### src/sv/rau_pkg.sv
// Package for the rational arithmetic unit: action codes, widths and defaults.
// No dependencies.
package rau_pkg;

    localparam int OPERAND_WIDTH = 16;
    localparam int NUM_W = 33;
    localparam int DEN_W = 31;
    localparam int ACT_W = 3;

    localparam logic [ACT_W-1:0] ACT_ADD = 3'd0;
    localparam logic [ACT_W-1:0] ACT_SUB = 3'd1;
    localparam logic [ACT_W-1:0] ACT_MUL = 3'd2;
    localparam logic [ACT_W-1:0] ACT_DIV = 3'd3;
    localparam logic [ACT_W-1:0] ACT_CMP = 3'd4;

endpackage

### src/sv/rau_mul.sv
// Bit-serial shift-and-add multiplier, one multiplier bit per cycle.
// Depends on rau_pkg.
module rau_mul #(
    parameter int W = rau_pkg::OPERAND_WIDTH
) (
    input  logic           clk,
    input  logic           rst_n,
    input  logic           start,
    input  logic [W-1:0]   a,
    input  logic [W-1:0]   b,
    output logic           done,
    output logic [2*W-1:0] prod
);
    import rau_pkg::*;

    localparam int CW = $clog2(W + 1);

    logic           busy_reg;
    logic [CW-1:0]  cnt_reg;
    logic           done_reg;
    logic [2*W-1:0] acc_reg;
    logic [2*W-1:0] mcand_reg;
    logic [W-1:0]   mplier_reg;

    always_ff @(posedge clk or negedge rst_n)
    begin
        if (!rst_n)
        begin
            busy_reg <= 1'b0;
            cnt_reg  <= '0;
            done_reg <= 1'b0;
        end
        else
        begin
            done_reg <= busy_reg && (cnt_reg == CW'(1));
            if (start)
            begin
                busy_reg <= 1'b1;
                cnt_reg  <= CW'(W);
            end
            else if (busy_reg)
            begin
                cnt_reg <= cnt_reg - CW'(1);
                if (cnt_reg == CW'(1))
                    busy_reg <= 1'b0;
            end
        end
    end

    // advance one multiplier bit per cycle
    always_ff @(posedge clk)
    begin
        if (start)
        begin
            acc_reg    <= '0;
            mcand_reg  <= {{W{1'b0}}, a};
            mplier_reg <= b;
        end
        else if (busy_reg)
        begin
            if (mplier_reg[0])
                acc_reg <= acc_reg + mcand_reg;
            mcand_reg  <= {mcand_reg[2*W-2:0], 1'b0};
            mplier_reg <= {1'b0, mplier_reg[W-1:1]};
        end
    end

    assign done = done_reg;
    assign prod = acc_reg;

endmodule

### src/sv/rau_gcd.sv
// Binary GCD: one halving or one compare-and-subtract per cycle, then the
// common power of two restored one shift per cycle. Depends on rau_pkg.
module rau_gcd #(
    parameter int MW = 2 * rau_pkg::OPERAND_WIDTH - 1
) (
    input  logic          clk,
    input  logic          rst_n,
    input  logic          start,
    input  logic [MW-1:0] x,
    input  logic [MW-1:0] y,
    output logic          done,
    output logic [MW-1:0] g
);
    import rau_pkg::*;

    localparam int KW = $clog2(MW + 1);

    logic          busy_reg;
    logic          shift_reg;
    logic          done_reg;
    logic [KW-1:0] k_reg;
    logic [MW-1:0] u_reg;
    logic [MW-1:0] v_reg;

    always_ff @(posedge clk or negedge rst_n)
    begin
        if (!rst_n)
        begin
            busy_reg  <= 1'b0;
            shift_reg <= 1'b0;
            done_reg  <= 1'b0;
            k_reg     <= '0;
        end
        else
        begin
            done_reg <= 1'b0;
            if (start)
            begin
                busy_reg  <= 1'b1;
                shift_reg <= 1'b0;
                k_reg     <= '0;
            end
            else if (busy_reg && shift_reg)
            begin
                k_reg <= k_reg - KW'(1);
                if (k_reg == KW'(1))
                begin
                    busy_reg  <= 1'b0;
                    shift_reg <= 1'b0;
                    done_reg  <= 1'b1;
                end
            end
            else if (busy_reg)
            begin
                if (v_reg == '0)
                begin
                    if (k_reg == '0)
                    begin
                        busy_reg <= 1'b0;
                        done_reg <= 1'b1;
                    end
                    else
                        shift_reg <= 1'b1;
                end
                else if (!u_reg[0] && !v_reg[0])
                    k_reg <= k_reg + KW'(1);
            end
        end
    end

    always_ff @(posedge clk)
    begin
        if (start)
        begin
            u_reg <= x;
            v_reg <= y;
        end
        else if (busy_reg && shift_reg)
            u_reg <= {u_reg[MW-2:0], 1'b0};
        else if (busy_reg && v_reg != '0)
        begin
            if (!u_reg[0] && !v_reg[0])
            begin
                u_reg <= {1'b0, u_reg[MW-1:1]};
                v_reg <= {1'b0, v_reg[MW-1:1]};
            end
            else if (!u_reg[0])
                u_reg <= {1'b0, u_reg[MW-1:1]};
            else if (!v_reg[0])
                v_reg <= {1'b0, v_reg[MW-1:1]};
            else if (u_reg > v_reg)
            begin
                u_reg <= v_reg;
                v_reg <= u_reg - v_reg;
            end
            else
                v_reg <= v_reg - u_reg;
        end
    end

    assign done = done_reg;
    assign g    = u_reg;

endmodule

### src/sv/rau_div.sv
// Restoring divider, one quotient bit per cycle.
// Depends on rau_pkg.
module rau_div #(
    parameter int MW = 2 * rau_pkg::OPERAND_WIDTH - 1
) (
    input  logic          clk,
    input  logic          rst_n,
    input  logic          start,
    input  logic [MW-1:0] dividend,
    input  logic [MW-1:0] divisor,
    output logic          done,
    output logic [MW-1:0] quot
);
    import rau_pkg::*;

    localparam int CW = $clog2(MW + 1);

    logic          busy_reg;
    logic          done_reg;
    logic [CW-1:0] cnt_reg;
    logic [MW-1:0] rem_reg;
    logic [MW-1:0] quo_reg;
    logic [MW-1:0] dvs_reg;
    logic [MW:0]   trial;
    logic          ge;
    logic [MW:0]   diff;

    assign trial = {rem_reg, quo_reg[MW-1]};
    assign ge    = trial >= {1'b0, dvs_reg};
    assign diff  = trial - {1'b0, dvs_reg};

    always_ff @(posedge clk or negedge rst_n)
    begin
        if (!rst_n)
        begin
            busy_reg <= 1'b0;
            done_reg <= 1'b0;
            cnt_reg  <= '0;
        end
        else
        begin
            done_reg <= busy_reg && (cnt_reg == CW'(1));
            if (start)
            begin
                busy_reg <= 1'b1;
                cnt_reg  <= CW'(MW);
            end
            else if (busy_reg)
            begin
                cnt_reg <= cnt_reg - CW'(1);
                if (cnt_reg == CW'(1))
                    busy_reg <= 1'b0;
            end
        end
    end

    always_ff @(posedge clk)
    begin
        if (start)
        begin
            rem_reg <= '0;
            quo_reg <= dividend;
            dvs_reg <= divisor;
        end
        else if (busy_reg)
        begin
            rem_reg <= ge ? diff[MW-1:0] : trial[MW-1:0];
            quo_reg <= {quo_reg[MW-2:0], ge};
        end
    end

    assign done = done_reg;
    assign quot = quo_reg;

endmodule

### src/sv/rational_arith_unit_core.sv
// Rational arithmetic unit: add, subtract, multiply, divide and compare on two fractions,
// results reduced to lowest terms. Depends on rau_pkg, rau_mul, rau_gcd and rau_div.
// Sequence: three serial products, then the combining and magnitude steps, the binary GCD
// and the two dividers. Compare, divide by zero and unused codes finish at the combining
// step and a zero result at the magnitude step. One item at a time: the next beat is
// accepted at the edge ending the result beat. Reset idles the unit.
module rational_arith_unit_core #(
    parameter int OPERAND_WIDTH = rau_pkg::OPERAND_WIDTH
) (
    input  logic                           clk,
    input  logic                           rst_n,
    input  logic                           start,
    output logic                           busy,
    input  logic [rau_pkg::ACT_W-1:0]      action,
    input  logic signed [OPERAND_WIDTH-1:0] a_numerator,
    input  logic [OPERAND_WIDTH-2:0]       a_denominator,
    input  logic signed [OPERAND_WIDTH-1:0] b_numerator,
    input  logic [OPERAND_WIDTH-2:0]       b_denominator,
    output logic                           done,
    output logic signed [rau_pkg::NUM_W-1:0] result_numerator,
    output logic [rau_pkg::DEN_W-1:0]      result_denominator,
    output logic                           less,
    output logic                           equal,
    output logic                           greater,
    output logic                           divide_by_zero
);
    import rau_pkg::*;

    localparam int W  = OPERAND_WIDTH;
    localparam int PW = 2 * W;          // product width
    localparam int VW = 2 * W + 1;      // signed product / sum width
    localparam int MW = 2 * W - 1;      // magnitude width after combining
    localparam int OW = (MW + 1 > NUM_W) ? MW + 1 : NUM_W;

    // Sequencer codes
    localparam logic [3:0] S_IDLE  = 4'd0;
    localparam logic [3:0] S_MGO   = 4'd1;
    localparam logic [3:0] S_MWAIT = 4'd2;
    localparam logic [3:0] S_SIGN  = 4'd3;
    localparam logic [3:0] S_COMB  = 4'd4;
    localparam logic [3:0] S_MAG   = 4'd5;
    localparam logic [3:0] S_GGO   = 4'd6;
    localparam logic [3:0] S_GCD   = 4'd7;
    localparam logic [3:0] S_DGO   = 4'd8;
    localparam logic [3:0] S_DIV   = 4'd9;

    logic [3:0]  state_reg, state_next;
    logic [1:0]  phase_reg;

    // Held operands of the accepted beat
    logic [ACT_W-1:0]  act_reg;
    logic signed [W-1:0] an_reg, bn_reg;
    logic [W-2:0]      ad_reg, bd_reg;

    logic [PW-1:0] p0_reg, p1_reg, p2_reg;
    logic signed [VW-1:0] v0_reg, v1_reg, n_reg, d_reg;
    logic [MW-1:0] nmag_reg, dmag_reg;
    logic          neg_reg;

    // Output beat
    logic                    done_reg;
    logic signed [NUM_W-1:0] num_reg;
    logic [DEN_W-1:0]        den_reg;
    logic                    lt_reg, eq_reg, gt_reg, dz_reg;

    logic accept;
    assign accept = start && (state_reg == S_IDLE);

    // Operand magnitudes and signs
    logic          an_s, bn_s;
    logic [W-1:0]  an_m, bn_m;
    assign an_s = an_reg[W-1];
    assign bn_s = bn_reg[W-1];
    assign an_m = an_s ? W'(-an_reg) : W'(an_reg);
    assign bn_m = bn_s ? W'(-bn_reg) : W'(bn_reg);

    // Multiplier operand selection: phase 0 gives the left cross product
    // (or the numerator product for multiply), phase 1 the right cross
    // product, phase 2 the denominator product.
    logic [W-1:0] mul_a, mul_b;
    always_comb
    begin
        case (phase_reg)
            2'd0:
            begin
                mul_a = an_m;
                mul_b = (act_reg == ACT_MUL) ? bn_m : {1'b0, bd_reg};
            end
            2'd1:
            begin
                mul_a = bn_m;
                mul_b = {1'b0, ad_reg};
            end
            default:
            begin
                mul_a = {1'b0, ad_reg};
                mul_b = {1'b0, bd_reg};
            end
        endcase
    end

    logic          mul_done;
    logic [PW-1:0] mul_prod;

    rau_mul #(.W(W)) u_mul (
        .clk   (clk),
        .rst_n (rst_n),
        .start (state_reg == S_MGO),
        .a     (mul_a),
        .b     (mul_b),
        .done  (mul_done),
        .prod  (mul_prod)
    );

    logic          gcd_done;
    logic [MW-1:0] gcd_g;

    rau_gcd #(.MW(MW)) u_gcd (
        .clk   (clk),
        .rst_n (rst_n),
        .start (state_reg == S_GGO),
        .x     (nmag_reg),
        .y     (dmag_reg),
        .done  (gcd_done),
        .g     (gcd_g)
    );

    logic          divn_done, divd_done;
    logic [MW-1:0] qn, qd;

    rau_div #(.MW(MW)) u_divn (
        .clk      (clk),
        .rst_n    (rst_n),
        .start    (state_reg == S_DGO),
        .dividend (nmag_reg),
        .divisor  (gcd_g),
        .done     (divn_done),
        .quot     (qn)
    );

    rau_div #(.MW(MW)) u_divd (
        .clk      (clk),
        .rst_n    (rst_n),
        .start    (state_reg == S_DGO),
        .dividend (dmag_reg),
        .divisor  (gcd_g),
        .done     (divd_done),
        .quot     (qd)
    );

    // Combining stage: signed sum or difference of the cross products, else the left product
    logic signed [VW-1:0] sum_n, sum_d;
    logic                 sign0, sign1;
    always_comb
    begin
        sign0 = an_s ^ ((act_reg == ACT_MUL) && bn_s);
        sign1 = bn_s;
        case (act_reg)
            ACT_ADD: sum_n = VW'(v0_reg + v1_reg);
            ACT_SUB: sum_n = VW'(v0_reg - v1_reg);
            default: sum_n = v0_reg;
        endcase
        sum_d = (act_reg == ACT_DIV) ? v1_reg : VW'($signed({1'b0, p2_reg}));
    end

    // Final reduced values, sign moved into the numerator
    logic [OW-1:0] num_mag, num_full;
    assign num_mag  = {{(OW-MW){1'b0}}, qn};
    assign num_full = neg_reg ? OW'(-num_mag) : num_mag;

    // Finishing conditions
    logic fin_early, fin_zero, fin_div;
    assign fin_early = (state_reg == S_COMB) &&
                       ((act_reg == ACT_CMP) || (act_reg == ACT_DIV && bn_reg == '0) ||
                        (act_reg != ACT_ADD && act_reg != ACT_SUB &&
                         act_reg != ACT_MUL && act_reg != ACT_DIV));
    assign fin_zero  = (state_reg == S_MAG) && (n_reg == '0);
    assign fin_div   = (state_reg == S_DIV) && divn_done;

    always_comb
    begin
        state_next = state_reg;
        unique case (state_reg)
            S_IDLE:  if (start) state_next = S_MGO;
            S_MGO:   state_next = S_MWAIT;
            S_MWAIT: if (mul_done) state_next = (phase_reg == 2'd2) ? S_SIGN : S_MGO;
            S_SIGN:  state_next = S_COMB;
            S_COMB:  state_next = fin_early ? S_IDLE : S_MAG;
            S_MAG:   state_next = fin_zero ? S_IDLE : S_GGO;
            S_GGO:   state_next = S_GCD;
            S_GCD:   if (gcd_done) state_next = S_DGO;
            S_DGO:   state_next = S_DIV;
            S_DIV:   if (divn_done) state_next = S_IDLE;
            default: state_next = S_IDLE;
        endcase
    end

    always_ff @(posedge clk or negedge rst_n)
    begin
        if (!rst_n)
        begin
            state_reg <= S_IDLE;
            phase_reg <= 2'd0;
            done_reg  <= 1'b0;
        end
        else
        begin
            state_reg <= state_next;
            done_reg  <= fin_early || fin_zero || fin_div;
            if (accept)
                phase_reg <= 2'd0;
            else if (state_reg == S_MWAIT && mul_done)
                phase_reg <= phase_reg + 2'd1;
        end
    end

    // Datapath registers: hold operands, capture products, combine
    always_ff @(posedge clk)
    begin
        if (accept)
        begin
            act_reg <= action;
            an_reg  <= a_numerator;
            ad_reg  <= a_denominator;
            bn_reg  <= b_numerator;
            bd_reg  <= b_denominator;
        end
        if (state_reg == S_MWAIT && mul_done)
        begin
            case (phase_reg)
                2'd0:    p0_reg <= mul_prod;
                2'd1:    p1_reg <= mul_prod;
                default: p2_reg <= mul_prod;
            endcase
        end
        if (state_reg == S_SIGN)
        begin
            v0_reg <= sign0 ? VW'(-$signed({1'b0, p0_reg})) : VW'($signed({1'b0, p0_reg}));
            v1_reg <= sign1 ? VW'(-$signed({1'b0, p1_reg})) : VW'($signed({1'b0, p1_reg}));
        end
        if (state_reg == S_COMB)
        begin
            n_reg <= sum_n;
            d_reg <= sum_d;
        end
        if (state_reg == S_MAG)
        begin
            nmag_reg <= n_reg[VW-1] ? MW'(-n_reg) : MW'(n_reg);
            dmag_reg <= d_reg[VW-1] ? MW'(-d_reg) : MW'(d_reg);
            neg_reg  <= n_reg[VW-1] ^ d_reg[VW-1];
        end

        // Result beat
        if (fin_early || fin_zero)
        begin
            num_reg <= '0;
            den_reg <= DEN_W'(1);
            lt_reg  <= (act_reg == ACT_CMP) && (v0_reg < v1_reg);
            eq_reg  <= (act_reg == ACT_CMP) && (v0_reg == v1_reg);
            gt_reg  <= (act_reg == ACT_CMP) && (v0_reg > v1_reg);
            dz_reg  <= (state_reg == S_COMB) && (act_reg == ACT_DIV) && (bn_reg == '0);
        end
        else if (fin_div)
        begin
            num_reg <= num_full[NUM_W-1:0];
            den_reg <= DEN_W'({{(OW-MW){1'b0}}, qd});
            lt_reg  <= 1'b0;
            eq_reg  <= 1'b0;
            gt_reg  <= 1'b0;
            dz_reg  <= 1'b0;
        end
    end

    assign busy               = (state_reg != S_IDLE);
    assign done               = done_reg;
    assign result_numerator   = num_reg;
    assign result_denominator = den_reg;
    assign less               = lt_reg;
    assign equal              = eq_reg;
    assign greater            = gt_reg;
    assign divide_by_zero     = dz_reg;

    // Both dividers run in lockstep on the same divisor
    a_div_lockstep: assert property (@(posedge clk) disable iff (!rst_n)
        divn_done == divd_done)
        else $error("dividers out of step");

    // The result beat lands with the sequencer back at rest
    a_done_idle: assert property (@(posedge clk) disable iff (!rst_n)
        done |-> !busy)
        else $error("result beat while busy");

    // At most one compare or error flag per beat
    a_flags: assert property (@(posedge clk) disable iff (!rst_n)
        done |-> $onehot0({less, equal, greater, divide_by_zero}))
        else $error("conflicting flags");

    // Flagged beats carry 0/1
    a_flag_zero: assert property (@(posedge clk) disable iff (!rst_n)
        done && (less || equal || greater || divide_by_zero) |->
            result_numerator == '0 && result_denominator == DEN_W'(1))
        else $error("flagged beat carries a value");

    // An accepted beat keeps the unit busy on the next cycle
    a_accept_busy: assert property (@(posedge clk) disable iff (!rst_n)
        start && !busy |=> busy)
        else $error("accept did not start work");

endmodule
### config.mk
export PLATFORM = sky130hd
export DESIGN_NAME = rational_arith_unit_core
export DESIGN_NICKNAME = d
export VERILOG_FILES = /design/src/sv/rau_pkg.sv /design/src/sv/rau_mul.sv /design/src/sv/rau_gcd.sv /design/src/sv/rau_div.sv /design/src/sv/rational_arith_unit_core.sv
export SDC_FILE = /design/constraint.sdc
export NUM_CORES = 2
export LEC_CHECK = 0
export BUFFER_PORTS_ARGS = -buffer_cell sky130_fd_sc_hd__buf_2
export CORE_MARGIN = 5
export CORE_UTILIZATION = 50
export CTS_CLUSTER_DIAMETER = 50
export DETAILED_ROUTE_END_ITERATION = 16
export GPL_TIMING_DRIVEN = 0
export PLACE_DENSITY = 0.7
export SLEW_MARGIN = 15
export SYNTH_ARGS = -nofsm -noshare
export SYNTH_HDL_FRONTEND = slang
export SYNTH_SLANG_ARGS = --single-unit
### constraint.sdc
create_clock -name clk -period 5.41 [get_ports clk]
set_clock_uncertainty 0.1 [all_clocks]
set_input_delay 1.082 -clock clk [delete_from_list [all_inputs] [get_ports clk]]
set_output_delay 1.082 -clock clk [all_outputs]
set_load 0.02 [all_outputs]
==> results.py <==
metrics = {
    "yosys": {
        "ys_seq_elements": 754,
        "syn_area_mm2": 0.0440,
        "ys_dominant_reg_cell": "edfxtp_1",
        "seq_area_frac_synth_pct": 47.1,
        "async_flop_share_pct": 4.64,
        "yosysUniqueCellTypes": 88,
        "synth_warnings": 0,
        "synth_nets": 4956,
        "synth_edf_count": 545,
        "netlist_instances": 4639,
        "syn_area_per_cell_um2": 9.49,
    },
    "finish": {
        "mostFrequentLayoutCells": "nand2_1, edfxtp_1, o21ai_0, a21oi_1, nor2_1",
        "drive_gt1_share_pct": 7.74,
        "syn_to_final_growth_pct": 13.1,
        "final_util_pct": 57.2,
        "final_common_cell": "nand2_1",
        "nets": 5207,
        "antennaDiodeCount": 0,
    },
    "sta": {
        "fmax_mhz": 192,
        "slew_headroom_pct": 20.4,
        "finalHoldViolations": 0,
        "min_period_ps": 5210,
        "drv_slew": 0,
        "tightestPinTransition_ps": 1190,
        "grt_setup_unrepaired": "no",
        "setup_ws_ps": 201,
        "hold_slack_ps": 282,
        "report.final.setup_viol": 0,
        "tns_ps": 0,
        "fin_crit_sh_pct": 96.3,
    },
    "floorplanning": {
        "die_w_um": 307,
        "core_area_mm2": 0.0870,
        "rows": 108,
        "start_util_pct": 50.6,
        "die_h_um": 307,
        "io-pin-count": 138,
        "dieArea_mm2": 0.0941,
    },
    "global_route": {
        "antenna_found_initial": 5,
        "groute.usage.overall_pct": 29.2,
        "grt_max_degree": 66,
        "grt_pass1_wl_um": 212000,
        "grt_pass1_vias": 35079,
        "overflow": 0,
    },
    "critical_path": {
        "crit_slowest_cell": "edfxtp_1",
        "worstPathRequired_ps": 5700,
        "worst-path-stages": 15,
        "reg2reg_to": "u_gcd.v_reg[29]",
        "cp.arrival_ps": 5500,
        "end_kind": "flip-flop",
        "r2r_cells": 15,
        "cp-endpoint": "u_gcd.v_reg[29]",
        "r2r_start": "u_gcd.g[0]",
        "crit_chain": "clkbuf_1 > clkbuf_1 > inv_1 > ha_1 > nor2b_1 > o2111ai_1 > a31oi_1 > o2111a_1 > or3_1 > clkbuf_1 > nand2_2 > mux2i_1 > a22oi_1 > xnor2_1 > a311oi_1",
        "critPathLaunchType": "flip-flop",
        "cp_common_cell": "clkbuf_1",
        "worst-r2r-setup-slack_ps": 200,
        "slowest_delay_ps": 530,
        "path_buf_inv": 4,
        "critical_path.max_fanout": 10,
        "cp_top_family": "buffers and inverters",
        "worstSetupPathType": "flip-flop to flip-flop",
        "critPathLaunch": "u_gcd.g[0]",
    },
    "clock_network": {
        "h-tree-depth": 3,
        "cts_sinks": 754,
        "cts_resized": 0,
        "cts-root-buf": "clkbuf_16",
        "cts_buffers": 98,
        "cts_tree": "done",
        "ctsHoldBuffers": 0,
        "cts_setup_buffers": 0,
        "path_clk_slew_ps": 60,
        "cts.path.max_buffers": 3,
        "clk_latency_ps": 690,
    },
    "drt": {
        "post_drt_via_cell_ratio": 5.99,
        "postRouteAntennaNets": 0,
        "drc": 0,
        "drt_first_pass_iters": 8,
        "drtIter0Drc": 3581,
        "wl_per_cell_um": 23.1,
        "num_vias": 36689,
        "routed_wl_um": 142000,
    },
    "placement": {
        "pre_cts_slack_ps": 107,
        "dp_hpwl_um": 113000,
        "gp_congestion": 1.02,
        "io_buffers": 137,
    },
    "power": {
        "power.leakage_nw": 19.7,
        "power_mw": 32.6,
        "peakVddDrop_uv": 351,
        "powerDensity_mw_per_mm2": 655,
    },
    "hold_path": {
        "min_path_type": "primary input to async pin",
    },
    "job": {
        "maxCapViolCount": 0,
    },
    "outcome": {
        "status": "finished, final reports clean",
    },
}
worst min path at each step:
stage                          start                     to
4_1_cts        result_denominator[1]  result_denominator[1]
2_1_floorplan              p1_reg[0]              v1_reg[0]
3_3_place_gp               p1_reg[0]              v1_reg[0]
6_report                       rst_n      u_divd.cnt_reg[3]
5_1_grt                        rst_n      u_divn.cnt_reg[1]
3_5_place_dp   result_denominator[1]  result_denominator[1]
cells by family after synthesis:
logic type,synth area share (%)
XOR/XNOR,6.23
buffers and inverters,4.19
multiplexers,1.65
flip-flops,47.1
AO/OA/AOI/OAI,18.9
adder cells (fa/ha/maj),7.20
AND/OR/NAND/NOR,14.8
cell usage after synthesis (35+ instances only):
| library cell | count | area (um2) |
|---|---|---|
| dfrtp_1 | 35 | 876 |
| o21a_1 | 36 | 270 |
| nand2b_1 | 43 | 269 |
| inv_1 | 239 | 897 |
| a211oi_1 | 69 | 518 |
| o21bai_1 | 42 | 315 |
| xor2_1 | 98 | 858 |
| dfxtp_1 | 174 | 3480 |
| nor2b_1 | 36 | 225 |
| nand2_1 | 705 | 2650 |
| nor4_1 | 38 | 238 |
| a21oi_1 | 331 | 1660 |
| o21ai_0 | 379 | 1900 |
| clkbuf_1 | 208 | 781 |
| nand3_1 | 64 | 320 |
| a21o_1 | 79 | 593 |
| ha_1 | 242 | 3030 |
| nor2_1 | 289 | 1080 |
| edfxtp_1 | 545 | 16400 |
| nand4_1 | 42 | 263 |
| nor3_1 | 74 | 370 |
| mux2i_1 | 67 | 671 |
| o211ai_1 | 74 | 556 |
| xnor2_1 | 215 | 1880 |
| a31oi_1 | 64 | 400 |
| o31ai_1 | 74 | 556 |
worst register-to-register path: stages (launching register included):
cell and delay, ps:
edfxtp_1 530, clkbuf_1 290, clkbuf_1 450, inv_1 210
ha_1 280, nor2b_1 160, o2111ai_1 180, a31oi_1 360
o2111a_1 280, or3_1 110, clkbuf_1 430, nand2_2 330
mux2i_1 450, a22oi_1 210, xnor2_1 390, a311oi_1 150
area by class of cell:
type	instances	area [um2]
Buffer	239	941
Clock buffer	121	2660
Inverter	241	910
Timing Repair Buffer	151	932
Multi-Input combinational cell	3405	21500
Sequential cell	754	20700
Tap cell	1155	1450
Clock inverter	63	644
Fill cell	7756	37200
where the power goes:
| group | internal [mW] | switching, mW |
|---|---|---|
| clock | 3.90 | 2.66 |
| sequential | 8.67 | 1.79 |
| combinational | 5.69 | 9.92 |
| total | 18.3 | 14.4 |
per-layer routing:
metal | vias up | global-route usage (%) | wire (um)
met5 | - | 0 | 28
met4 | 4 | 16.7 | 9710
met3 | 422 | 3.96 | 9270
met2 | 1531 | 49.2 | 66800
met1 | 17369 | 36.2 | 56000
li1 | 17363 | - | -
per-stage QoR:
step | area [um2] | instances
6_report | 49800 | 6129
5_1_grt | 49800 | 6129
4_1_cts | 49800 | 6128
3_5_place_dp | 46500 | 5944
3_3_place_gp | 46200 | 5931
2_1_floorplan | 44000 | 4639
Note: power is estimated with default switching activity, not from simulation.
